<file path="config.mk">
export PLATFORM = sky130hd
export DESIGN_NAME = sm3_hash_engine_flat
export DESIGN_NICKNAME = d
export VERILOG_FILES = /design/src/hw/rtl/sm3_pkg.sv /design/src/hw/rtl/sm3_if.sv /design/src/hw/rtl/sm3_round.sv /design/src/hw/rtl/sm3_compress.sv /design/src/hw/rtl/sm3_hash_engine.sv /design/src/flat_wrapper.sv
export VERILOG_INCLUDE_DIRS = /design/src /design/src/hw/rtl
export SDC_FILE = /design/constraint.sdc
export NUM_CORES = 2
export LEC_CHECK = 0
export BUFFER_PORTS_ARGS = -buffer_cell sky130_fd_sc_hd__buf_2
export CORE_ASPECT_RATIO = 1.2
export CORE_MARGIN = 2
export CORE_UTILIZATION = 40
export CTS_CLUSTER_DIAMETER = 100
export DETAILED_ROUTE_END_ITERATION = 16
export GPL_TIMING_DRIVEN = 0
export PLACE_DENSITY = 0.54
export SLEW_MARGIN = 5
export SYNTH_ARGS = -nofsm -noshare
export SYNTH_HDL_FRONTEND = slang
export SYNTH_SLANG_ARGS = --single-unit
</file>
<file path="constraint.sdc">
create_clock -name clk -period 12.2 [get_ports clk]
set_input_delay 0 -clock clk [delete_from_list [all_inputs] [get_ports clk]]
set_output_delay 0 -clock clk [all_outputs]
set_load 0.01 [all_outputs]
</file>
<file path="src/hw/rtl/assert_macros.svh">
// ----------------------------------------------------------------------------
// assert_macros.svh
// Concurrent assertion macros shared by the SM3 engine RTL.
// ----------------------------------------------------------------------------
`ifndef ASSERT_MACROS_SVH
`define ASSERT_MACROS_SVH

`ifndef NO_ASSERTIONS

// Property must hold at every clock edge out of reset
`define ASSERT_ALWAYS(label, clk, rst_n, prop) \
    label: assert property (@(posedge clk) disable iff (!rst_n) prop) \
        else $error("assertion failed");

// Expression must never be true out of reset
`define ASSERT_NEVER(label, clk, rst_n, expr) \
    label: assert property (@(posedge clk) disable iff (!rst_n) !(expr)) \
        else $error("forbidden condition seen");

`else

`define ASSERT_ALWAYS(label, clk, rst_n, prop)
`define ASSERT_NEVER(label, clk, rst_n, expr)

`endif

`endif

</file>
<file path="src/hw/rtl/sm3_pkg.sv">
// ----------------------------------------------------------------------------
// sm3_pkg
// Types, constants and helper functions of the SM3 hash engine.
// ----------------------------------------------------------------------------
package sm3_pkg;

    typedef logic [31:0] word_t;
    typedef logic [0:7][31:0] regs_t;
    typedef logic [0:15][31:0] window_t;

    localparam word_t T_EARLY = 32'h79cc4519;
    localparam word_t T_LATE  = 32'h7a879d8a;
    localparam word_t PAD_MARKER = 32'h80000000;

    localparam regs_t SM3_IV = '{
        32'h7380166f, 32'h4914b2b9, 32'h172442d7, 32'hda8a0600,
        32'ha96f30bc, 32'h163138aa, 32'he38dee4d, 32'hb0fb0e4e
    };

    // Top-level sequencer states
    typedef enum logic [1:0] {
        ST_IDLE,
        ST_PAD,
        ST_COMP,
        ST_OUT
    } state_t;

    // Padding phases
    typedef enum logic [1:0] {
        PAD_MARK,
        PAD_ZERO,
        PAD_LEN_LO
    } pad_phase_t;

    // Control from the sequencer to the compression unit
    typedef struct packed {
        logic  push;
        logic  start;
        word_t word;
    } comp_ctl_t;

    // Status from the compression unit
    typedef struct packed {
        logic busy;
        logic done;
    } comp_status_t;

    function automatic word_t rotl(input word_t x, input logic [4:0] n);
        logic [63:0] dbl;
        dbl = {x, x} << n;
        return dbl[63:32];
    endfunction

    function automatic word_t perm0(input word_t x);
        return x ^ rotl(x, 5'd9) ^ rotl(x, 5'd17);
    endfunction

    function automatic word_t perm1(input word_t x);
        return x ^ rotl(x, 5'd15) ^ rotl(x, 5'd23);
    endfunction

endpackage

</file>
<file path="src/hw/rtl/sm3_if.sv">
// ----------------------------------------------------------------------------
// sm3_if
// Valid/ready channels of the SM3 engine: message words in, digest words out.
// ----------------------------------------------------------------------------
interface sm3_msg_if;
    logic        valid;
    logic        ready;
    logic [31:0] data_word;
    logic [2:0]  bytes_valid;
    logic        last_word;

    modport source (output valid, output data_word, output bytes_valid,
                    output last_word, input ready);
    modport sink   (input valid, input data_word, input bytes_valid,
                    input last_word, output ready);
endinterface

interface sm3_dig_if;
    logic        valid;
    logic        ready;
    logic [31:0] digest_word;
    logic [2:0]  word_index;
    logic        last_of_run;

    modport source (output valid, output digest_word, output word_index,
                    output last_of_run, input ready);
    modport sink   (input valid, input digest_word, input word_index,
                    input last_of_run, output ready);
endinterface

</file>
<file path="src/hw/rtl/sm3_round.sv">
// ----------------------------------------------------------------------------
// sm3_round
// One SM3 compression round plus one message expansion step.
// ----------------------------------------------------------------------------
module sm3_round (
    input  sm3_pkg::regs_t   regs,
    input  sm3_pkg::window_t window,
    input  logic [5:0]       rnd,
    output sm3_pkg::regs_t   regs_new,
    output sm3_pkg::word_t   w_new
);

    logic           early;
    sm3_pkg::word_t t_rot;
    sm3_pkg::word_t a12;
    sm3_pkg::word_t ss1;
    sm3_pkg::word_t ss2;
    sm3_pkg::word_t ff;
    sm3_pkg::word_t gg;
    sm3_pkg::word_t tt1;
    sm3_pkg::word_t tt2;
    sm3_pkg::word_t w0;
    sm3_pkg::word_t w4;
    sm3_pkg::word_t x;

    assign early = (rnd[5:4] == 2'b00);
    assign w0    = window[0];
    assign w4    = window[4];

    always_comb
    begin
        t_rot = sm3_pkg::rotl(early ? sm3_pkg::T_EARLY : sm3_pkg::T_LATE, rnd[4:0]);
        a12   = sm3_pkg::rotl(regs[0], 5'd12);
        ss1   = sm3_pkg::rotl(a12 + regs[4] + t_rot, 5'd7);
        ss2   = ss1 ^ a12;
        if (early)
        begin
            ff = regs[0] ^ regs[1] ^ regs[2];
            gg = regs[4] ^ regs[5] ^ regs[6];
        end
        else
        begin
            ff = (regs[0] & regs[1]) | (regs[0] & regs[2]) | (regs[1] & regs[2]);
            gg = (regs[4] & regs[5]) | (~regs[4] & regs[6]);
        end
        tt1 = ff + regs[3] + ss2 + (w0 ^ w4);
        tt2 = gg + regs[7] + ss1 + w0;

        regs_new[0] = tt1;
        regs_new[1] = regs[0];
        regs_new[2] = sm3_pkg::rotl(regs[1], 5'd9);
        regs_new[3] = regs[2];
        regs_new[4] = sm3_pkg::perm0(tt2);
        regs_new[5] = regs[4];
        regs_new[6] = sm3_pkg::rotl(regs[5], 5'd19);
        regs_new[7] = regs[6];
    end

    // Window holds W[j..j+15]; produce W[j+16]
    always_comb
    begin
        x     = window[0] ^ window[7] ^ sm3_pkg::rotl(window[13], 5'd15);
        w_new = sm3_pkg::perm1(x) ^ sm3_pkg::rotl(window[3], 5'd7) ^ window[10];
    end

endmodule

</file>
<file path="src/hw/rtl/sm3_compress.sv">
// ----------------------------------------------------------------------------
// sm3_compress
// Block buffer / expansion window and working registers, stepped through
// 64 rounds by a round counter around the shared round unit.
// ----------------------------------------------------------------------------
`include "assert_macros.svh"

module sm3_compress (
    input  logic                  clk,
    input  logic                  rst_n,
    input  sm3_pkg::comp_ctl_t    ctl,
    input  sm3_pkg::regs_t        chain,
    output sm3_pkg::regs_t        result,
    output sm3_pkg::comp_status_t status
);

    sm3_pkg::window_t win_reg;
    sm3_pkg::window_t win_next;
    sm3_pkg::regs_t   r_reg;
    sm3_pkg::regs_t   r_next;
    sm3_pkg::regs_t   round_regs;
    sm3_pkg::word_t   w_new;
    logic [5:0]       rnd_reg;
    logic [5:0]       rnd_next;
    logic             run_reg;
    logic             run_next;
    logic             done_reg;
    logic             done_next;

    sm3_round u_round (
        .regs     (r_reg),
        .window   (win_reg),
        .rnd      (rnd_reg),
        .regs_new (round_regs),
        .w_new    (w_new)
    );

    always_comb
    begin
        win_next  = win_reg;
        r_next    = r_reg;
        rnd_next  = rnd_reg;
        run_next  = run_reg;
        done_next = 1'b0;
        // Message words shift in at the tail; the block ends up in order
        if (ctl.push)
        begin
            win_next = {win_reg[1:15], ctl.word};
        end
        if (ctl.start)
        begin
            r_next   = chain;
            rnd_next = '0;
            run_next = 1'b1;
        end
        else if (run_reg)
        begin
            win_next = {win_reg[1:15], w_new};
            r_next   = round_regs;
            rnd_next = rnd_reg + 6'd1;
            if (rnd_reg == 6'd63)
            begin
                run_next  = 1'b0;
                done_next = 1'b1;
            end
        end
    end

    always_ff @(posedge clk)
    begin
        win_reg <= win_next;
        r_reg   <= r_next;
    end

    always_ff @(posedge clk or negedge rst_n)
    begin
        if (!rst_n)
        begin
            rnd_reg  <= '0;
            run_reg  <= 1'b0;
            done_reg <= 1'b0;
        end
        else
        begin
            rnd_reg  <= rnd_next;
            run_reg  <= run_next;
            done_reg <= done_next;
        end
    end

    assign result      = r_reg;
    assign status.busy = run_reg;
    assign status.done = done_reg;

    `ASSERT_ALWAYS(a_push_when_stopped, clk, rst_n, ctl.push |-> !run_reg)
    `ASSERT_ALWAYS(a_done_after_last, clk, rst_n, run_reg && rnd_reg == 6'd63 |=> done_reg)
    `ASSERT_ALWAYS(a_done_wrapped, clk, rst_n, done_reg |-> !run_reg && rnd_reg == 6'd0)

endmodule

</file>
<file path="src/hw/rtl/sm3_hash_engine.sv">
// ----------------------------------------------------------------------------
// sm3_hash_engine: SM3 hash with internal padding, one round per cycle.
// A word that completes a block starts a compression: 64 rounds of the single
// round unit, then the chain update; no new word is taken until it ends.
// Last word: up to 18 padding pushes, one or two compressions, then 8 outputs.
// Reset loads the IV and clears counters; no clearing pass is needed.
// ----------------------------------------------------------------------------
`include "assert_macros.svh"

module sm3_hash_engine (
    input  logic             clk,
    input  logic             rst_n,
    sm3_msg_if.sink          message,
    sm3_dig_if.source        digest
);

    sm3_pkg::state_t       state_reg;
    sm3_pkg::state_t       state_next;
    sm3_pkg::state_t       ret_reg;
    sm3_pkg::state_t       ret_next;
    sm3_pkg::pad_phase_t   phase_reg;
    sm3_pkg::pad_phase_t   phase_next;
    logic [3:0]            count_reg;
    logic [3:0]            count_next;
    logic [63:0]           len_reg;
    logic [63:0]           len_next;
    logic [2:0]            idx_reg;
    logic [2:0]            idx_next;
    sm3_pkg::regs_t        chain_reg;
    sm3_pkg::regs_t        chain_next;

    sm3_pkg::comp_ctl_t    ctl;
    sm3_pkg::comp_status_t cst;
    sm3_pkg::regs_t        comp_result;

    logic [2:0]            nb_clamped;
    sm3_pkg::word_t        keep_mask;
    sm3_pkg::word_t        marker;
    sm3_pkg::word_t        in_word;
    logic [63:0]           len_add;
    logic                  push;
    sm3_pkg::word_t        push_word;
    sm3_pkg::state_t       after;

    sm3_compress u_compress (
        .clk    (clk),
        .rst_n  (rst_n),
        .ctl    (ctl),
        .chain  (chain_reg),
        .result (comp_result),
        .status (cst)
    );

    // Input word formatting and padding word selection
    always_comb
    begin
        nb_clamped = (message.bytes_valid > 3'd4) ? 3'd4 : message.bytes_valid;
        case (nb_clamped)
            3'd0:    begin keep_mask = 32'h00000000; marker = 32'h80000000; end
            3'd1:    begin keep_mask = 32'hff000000; marker = 32'h00800000; end
            3'd2:    begin keep_mask = 32'hffff0000; marker = 32'h00008000; end
            3'd3:    begin keep_mask = 32'hffffff00; marker = 32'h00000080; end
            default: begin keep_mask = 32'hffffffff; marker = 32'h00000000; end
        endcase
        if (message.last_word)
        begin
            in_word = (message.data_word & keep_mask) | marker;
            len_add = {58'd0, nb_clamped, 3'b000};
        end
        else
        begin
            in_word = message.data_word;
            len_add = 64'd32;
        end

        push      = 1'b0;
        push_word = '0;
        after     = state_reg;
        case (state_reg)
            sm3_pkg::ST_IDLE:
            begin
                push      = message.valid;
                push_word = in_word;
                after     = message.last_word ? sm3_pkg::ST_PAD : sm3_pkg::ST_IDLE;
            end
            sm3_pkg::ST_PAD:
            begin
                push  = 1'b1;
                after = sm3_pkg::ST_PAD;
                case (phase_reg)
                    sm3_pkg::PAD_MARK:
                    begin
                        push_word = sm3_pkg::PAD_MARKER;
                    end
                    sm3_pkg::PAD_ZERO:
                    begin
                        push_word = (count_reg == 4'd14) ? len_reg[63:32] : '0;
                    end
                    default:
                    begin
                        push_word = len_reg[31:0];
                        after     = sm3_pkg::ST_OUT;
                    end
                endcase
            end
            default:
            begin
                push = 1'b0;
            end
        endcase
    end

    // Next state
    always_comb
    begin
        state_next = state_reg;
        ret_next   = ret_reg;
        phase_next = phase_reg;
        count_next = count_reg;
        len_next   = len_reg;
        idx_next   = idx_reg;
        chain_next = chain_reg;
        case (state_reg)
            sm3_pkg::ST_IDLE:
            begin
                if (message.valid)
                begin
                    len_next   = len_reg + len_add;
                    phase_next = (nb_clamped == 3'd4) ? sm3_pkg::PAD_MARK
                                                      : sm3_pkg::PAD_ZERO;
                end
            end
            sm3_pkg::ST_PAD:
            begin
                case (phase_reg)
                    sm3_pkg::PAD_MARK:
                    begin
                        phase_next = sm3_pkg::PAD_ZERO;
                    end
                    sm3_pkg::PAD_ZERO:
                    begin
                        if (count_reg == 4'd14)
                        begin
                            phase_next = sm3_pkg::PAD_LEN_LO;
                        end
                    end
                    default:
                    begin
                        phase_next = phase_reg;
                    end
                endcase
            end
            sm3_pkg::ST_COMP:
            begin
                if (cst.done)
                begin
                    state_next = ret_reg;
                    for (int i = 0; i < 8; i++)
                    begin
                        chain_next[i] = chain_reg[i] ^ comp_result[i];
                    end
                end
            end
            default:
            begin
                if (digest.ready)
                begin
                    idx_next = idx_reg + 3'd1;
                    if (idx_reg == 3'd7)
                    begin
                        // Drop the finished message, start over from the IV
                        state_next = sm3_pkg::ST_IDLE;
                        chain_next = sm3_pkg::SM3_IV;
                        len_next   = '0;
                        count_next = '0;
                    end
                end
            end
        endcase
        if (push)
        begin
            count_next = count_reg + 4'd1;
            if (count_reg == 4'd15)
            begin
                state_next = sm3_pkg::ST_COMP;
                ret_next   = after;
            end
            else
            begin
                state_next = after;
            end
        end
    end

    // Outputs
    always_comb
    begin
        message.ready      = (state_reg == sm3_pkg::ST_IDLE);
        digest.valid       = (state_reg == sm3_pkg::ST_OUT);
        digest.digest_word = chain_reg[idx_reg];
        digest.word_index  = idx_reg;
        digest.last_of_run = (idx_reg == 3'd7);
        ctl.push           = push;
        ctl.start          = push && (count_reg == 4'd15);
        ctl.word           = push_word;
    end

    always_ff @(posedge clk or negedge rst_n)
    begin
        if (!rst_n)
        begin
            state_reg <= sm3_pkg::ST_IDLE;
            ret_reg   <= sm3_pkg::ST_IDLE;
            phase_reg <= sm3_pkg::PAD_MARK;
            count_reg <= '0;
            len_reg   <= '0;
            idx_reg   <= '0;
            chain_reg <= sm3_pkg::SM3_IV;
        end
        else
        begin
            state_reg <= state_next;
            ret_reg   <= ret_next;
            phase_reg <= phase_next;
            count_reg <= count_next;
            len_reg   <= len_next;
            idx_reg   <= idx_next;
            chain_reg <= chain_next;
        end
    end

    `ASSERT_NEVER(a_no_overlap, clk, rst_n, message.ready && digest.valid)
    `ASSERT_ALWAYS(a_done_in_comp, clk, rst_n, cst.done |-> state_reg == sm3_pkg::ST_COMP)
    `ASSERT_ALWAYS(a_start_when_free, clk, rst_n, ctl.start |-> !cst.busy)

endmodule
</file>
<file path="src/flat_wrapper.sv">
// flat-port wrapper written by rule: the top's interface ports become plain ports
module sm3_hash_engine_flat 
  (clk, rst_n, message_valid, message_data_word, message_bytes_valid, message_last_word, message_ready, digest_valid, digest_digest_word, digest_word_index, digest_last_of_run, digest_ready);
  sm3_msg_if message_i ();
  sm3_dig_if digest_i ();
  input  logic clk;
  input  logic rst_n;
  input wire logic [$bits(message_i.valid)-1:0] message_valid;
  input wire logic [$bits(message_i.data_word)-1:0] message_data_word;
  input wire logic [$bits(message_i.bytes_valid)-1:0] message_bytes_valid;
  input wire logic [$bits(message_i.last_word)-1:0] message_last_word;
  output wire logic [$bits(message_i.ready)-1:0] message_ready;
  output wire logic [$bits(digest_i.valid)-1:0] digest_valid;
  output wire logic [$bits(digest_i.digest_word)-1:0] digest_digest_word;
  output wire logic [$bits(digest_i.word_index)-1:0] digest_word_index;
  output wire logic [$bits(digest_i.last_of_run)-1:0] digest_last_of_run;
  input wire logic [$bits(digest_i.ready)-1:0] digest_ready;
  assign message_i.valid = message_valid;
  assign message_i.data_word = message_data_word;
  assign message_i.bytes_valid = message_bytes_valid;
  assign message_i.last_word = message_last_word;
  assign message_ready = message_i.ready;
  assign digest_valid = digest_i.valid;
  assign digest_digest_word = digest_i.digest_word;
  assign digest_word_index = digest_i.word_index;
  assign digest_last_of_run = digest_i.last_of_run;
  assign digest_i.ready = digest_ready;
  sm3_hash_engine u_core (.clk(clk), .rst_n(rst_n), .message(message_i), .digest(digest_i));
endmodule
</file>
After elaboration in Yosys (flattened, before gate mapping)

Cells that the tools add are included.
Widths: inputs -> output; s select.

Register bits: 1,109
Bits in latches: 0
Bits in writable memories: 0
Bits in read-only memories: 0
Bits of input ports: 40
Output and inout port bits: 38
Logic and storage cells: 192
Memories: 0

Add/sub/neg operators: 12
$mul: 0
Divide/modulo/power cells: 0
Magnitude comparators: 2
Eq/ne operators: 19
Shift-type cells: 1
Mux-type cells: 54
Bitwise gates (word level): 37
Reduce and logical (&&, ||, !) cells: 26

Operator list:

| kind               | count |
|---|---|
| $mux 512           | 3 |
| $mux 256           | 5 |
| $xor 32x32->32     | 22 |
| $pmux 256 s2       | 1 |
| $add 32x32->32     | 8 |
| $pmux 32 s4        | 2 |
| $and 32x32->32     | 6 |
| $mux 32            | 6 |
| $mux 64            | 3 |
| $or 32x32->32      | 4 |
| $pmux 32 s2        | 2 |
| $pmux 64 s2        | 1 |
| $bmux 32 s3        | 1 |
| $add 64x6->64      | 1 |
| $shl 64x5->64      | 1 |
| $not 32->32        | 1 |
| $mux 26            | 1 |
| $mux 6             | 3 |
| $mux 2             | 8 |
| $mux 4             | 4 |
| $pmux 2 s2         | 4 |
| $reduce_and 4->1   | 4 |
| $reduce_bool 2->1  | 8 |
| $eq 4x4->1 const B | 2 |
| 28 further kinds   | 50 |

Longest topological paths before layout

Depth after elaboration: 11
Depth in mapped cells: 41

Hierarchy

From an unflattened synthesis, not the netlist that was laid out.

Cells, all modules: 5,578
Area, all modules: 62,753.9 um^2

Modules (own cells, without submodules):

| module          | instances | cells an instance | area an instance (um^2) | sequential area each (um^2) |
|---|---|---|---|---|
| sm3_compress    | 1         | 1,730             | 28,611.2                | 18,137.4 |
| sm3_hash_engine | 1         | 1,752             | 17,536.8                | 8,406.8 |
| sm3_round       | 1         | 2,096             | 16,605.9                | 0.0 |

Worst setup path before layout

No wires, ideal clock.

Kind: flip-flop to flip-flop
From: reg u_core.u_compress.rnd_reg[4]
To: reg u_core.u_compress.r_reg, in the netlist u_core.u_compress.result[254], data pin
Data arrival time: 8.816 ns
Path slack: 3.249 ns
Stages on the path, launching flop included: 40
Path buffers: 5
Cell sequence: dfrtp_1 > nor2_1 > inv_1 > clkbuf_1 > clkbuf_1 > buf_1 > buf_1 > ha_1 > clkbuf_1 > o21ai_0 > a21oi_1 > nor2_1 > a21oi_1 > mux2i_1 > fa_1 > inv_1 > ha_1 > fa_1 > [... 4 more ...] > o31ai_1 > a31oi_1 > nand3_1 > a31oi_1 > xor2_1 > xor2_1 > fa_1 > ha_1 > and3_1 > a31o_2 > a21oi_1 > o21a_1 > o31a_1 > o21ai_0 > a311oi_1 > nor2_1 > or4_1 > nand3_1

RTL lines:

| what                   | line               | RTL |
|---|---|---|
| start, declared        | sm3_compress.sv:23 | `logic [5:0] rnd_reg;` |
| start signal, assigned | sm3_compress.sv:85 | `rnd_reg <= rnd_next;` |
| end signal, assigned   | sm3_compress.sv:72 | `r_reg <= r_next;` |
| end, declared          | sm3_compress.sv:19 | `sm3_pkg::regs_t r_reg;` |

==> metrics.yaml <==
syn_nets: 6211
status: "completed"
die_x_um: 359
cts_tree: "done"
vias_per_cell: 5.74
finClkSkew_ns: 0.0938
routed_wl_mm: 248
hp-start: "message_data_word[14]"
hold_end: "u_core.u_compress.win_reg[14]"
worst-r2r-setup-slack_ns: 0.30
synthCells: 5872
drtAntennaViolNets: 0
drive_gt1_frac: 0.180
period_minus_slack_ns: 11.90
fin_crit_sh: 0.975
grt_pass1_wl_mm: 346
areaGrowthSynthToFinish_pct: 12.9
clock_latency_ns: 0.81
clockRootBuffer: "clkbuf_16"
drc: 0
cpMaxStageDelayCell: "xor2_1"
cts.sinks: 1106
crit_path_end_kind: "flop"
final_util: 0.455
gp_congestion: 1.01
drt_iter0_markers: 4626
hp-class: "primary input to flop"
r2r_end: "u_core.u_compress.result[253]"
finalSetupTns_ns: 0
fp.dieH_um: 430
portBuffers: 77
die_area_sq_mm: 0.155
place_hpwl_mm: 199
max_stage_delay_ns: 0.70
worstRegToRegCells: 36
async_reset_ff_frac: 0.306
num-fill-cells: 14300
drv_slew: 0
rsz0062_at_grt: "false"
postSynthAreaPerCell_sq_um: 10.3
synth-edff-count: 256
ys_seq_area_frac: 0.438
grt-ovfl-total: 0
ys.flop_type: "dfxtp_1"
synth_warnings: 0
setup_viol: 0
relSlewSlack: 0.0827
clkTransAtPathRegs_ns: 0.06
grt_usage: 0.316
critPathKind: "flop to flop"
stdcell_count: 8205
r2r_start: "u_core.u_compress.rnd_reg[4]"
fin_nets: 6462
required_ns: 12.72
rows: 156
numCtsBuffers: 120
post-place-ws_ns: -2.88
max-cap-violations: 0
crit_arrival_ns: 12.41
fmax_ghz: 0.0841
core_area_sq_mm: 0.150
worst_slack_ns: 0.304
drt_pass1_iterations: 5
vias: 47100
hold_depth: 6
cp-start-kind: "flop"
first_global_vias: 45900
start_util: 0.403
htreeDepth: 3
ys_seq_elements: 1106
final_hold_viol_count: 0
worst_slew_pin_slew_ns: 1.37
wl_per_cell_um: 30.3
netlist_area_sq_mm: 0.0606
grt_max_degree: 97
num_io_pins: 78
antenna_found_initial: 9
largest_reg_flops: 512
dp.cells: 7933
ys_types: 78
cp_max_fo: 13
clockBufferDepth: 3
critical path, delay by kind of cell, from the launching register on:
family          cells  cell delay, ns
compound gates     15            4.42
fa+ha+maj           6            2.30
buf+inv             6            1.98
xor+xnor            2            1.22
simple gates        5            0.84
mux                 2            0.45
flops               1            0.42
cells by family after synthesis:
group / Yosys count / synth area share
flip-flops: 1106 / 0.438
buffers and inverters: 530 / 0.0328
AO/OA/AOI/OAI: 1010 / 0.105
adder cells (fa/ha/maj): 299 / 0.0851
multiplexers: 778 / 0.154
XOR/XNOR: 485 / 0.0712
AND/OR/NAND/NOR: 1664 / 0.114
through the flow:
step	hold WS, ns	instance area [sq um]
global placement	0.382	63500
floorplan	-0.296	60600
global route	0.173	68400
finish	0.128	68400
CTS	0.0967	68400
detailed placement	-0.0812	63700
repair_timing:
item,CTS,global route
hold buffers,43,0
gates resized for setup,13,5
setup endpoints to repair,62,10
buffers inserted,1,0
endpoints found under the hold margin,188,0
layer usage:
layer,up-vias,track usage,part of all wire
met5,-,0,0.000060
met1,23600,0.357,0.37
met3,635,0.0523,0.064
met4,2,0.232,0.086
met2,2001,0.540,0.48
li1,20900,-,-
cells in the mapped netlist, drive strengths merged (7+ instances only):
cell	instances	share of area
a221o	18	0.0030
a21o	53	0.0066
nand2	921	0.057
mux2	616	0.11
a211oi	15	0.0019
inv	228	0.014
nand3	167	0.014
ha	110	0.023
buf	31	0.0019
mux2i	98	0.016
o21ai	317	0.026
o21bai	14	0.0017
and3	26	0.0027
edfxtp	256	0.13
o211ai	26	0.0032
a21oi	284	0.024
or3	22	0.0023
a22o	137	0.020
dfstp	119	0.052
fa	189	0.062
nor2	391	0.024
nand2b	16	0.0017
nand4	15	0.0015
o31ai	8	0.0012
clkbuf	271	0.017
and2	7	0.00072
xnor2	299	0.043
a221oi	21	0.0031
nor3	55	0.0047
dfxtp	512	0.17
xor2	182	0.026
dfrtp	219	0.090
a31oi	60	0.0062
mux4	64	0.024
o21a	14	0.0017
nor2b	15	0.0015
worst max-delay path by stage:
stage | from | endpoint | slack [ns] | cells past startpoint
2_1_floorplan | u_core.u_compress.rnd_reg[4] | u_core.u_compress.result[254] | 3.25 | 39
3_3_place_gp | u_core.u_compress.rnd_reg[4] | u_core.u_compress.result[253] | -2.90 | 39
3_5_place_dp | u_core.u_compress.rnd_reg[4] | u_core.u_compress.result[253] | -2.88 | 39
4_1_cts | u_core.u_compress.rnd_reg[4] | u_core.u_compress.result[253] | 0.17 | 38
5_1_grt | u_core.u_compress.rnd_reg[4] | u_core.u_compress.result[253] | 0.02 | 40
6_report | u_core.u_compress.rnd_reg[4] | u_core.u_compress.result[253] | 0.30 | 36
cell usage in the layout, fill, tap and decap left out, types with 76 or more instances in the layout:
cell and instances:
o21ai_0 310, a21oi_1 279, fa_1 189, mux2i_1 98, mux2_2 616, clkbuf_1 288, xnor2_1 297, inv_1 227
ha_1 110, dfxtp_1 512, dfstp_2 119, nand2_1 921, buf_2 76, clkbuf_16 129, edfxtp_1 256, dfrtp_1 219
nand3_1 167, a22o_1 137, xor2_1 178, nor2_1 389
final cells by class:
cell class / instances / area (sq um) / share of cell area
Timing Repair Buffer: 130 / 1100 / 0.0161
Inverter: 228 / 860 / 0.0126
Sequential cell: 1106 / 26500 / 0.388
Antenna cell: 8 / 20.0 / 0.000293
Clock inverter: 46 / 528 / 0.00772
Multi-Input combinational cell: 4236 / 32100 / 0.470
Buffer: 301 / 1140 / 0.0167
Clock buffer: 175 / 3640 / 0.0532
Tap cell: 1975 / 2470 / 0.0361
Power is left out: the tool's default activity adds up to more than one toggle a clock period on the data nets, which glitch-free logic cannot reach.
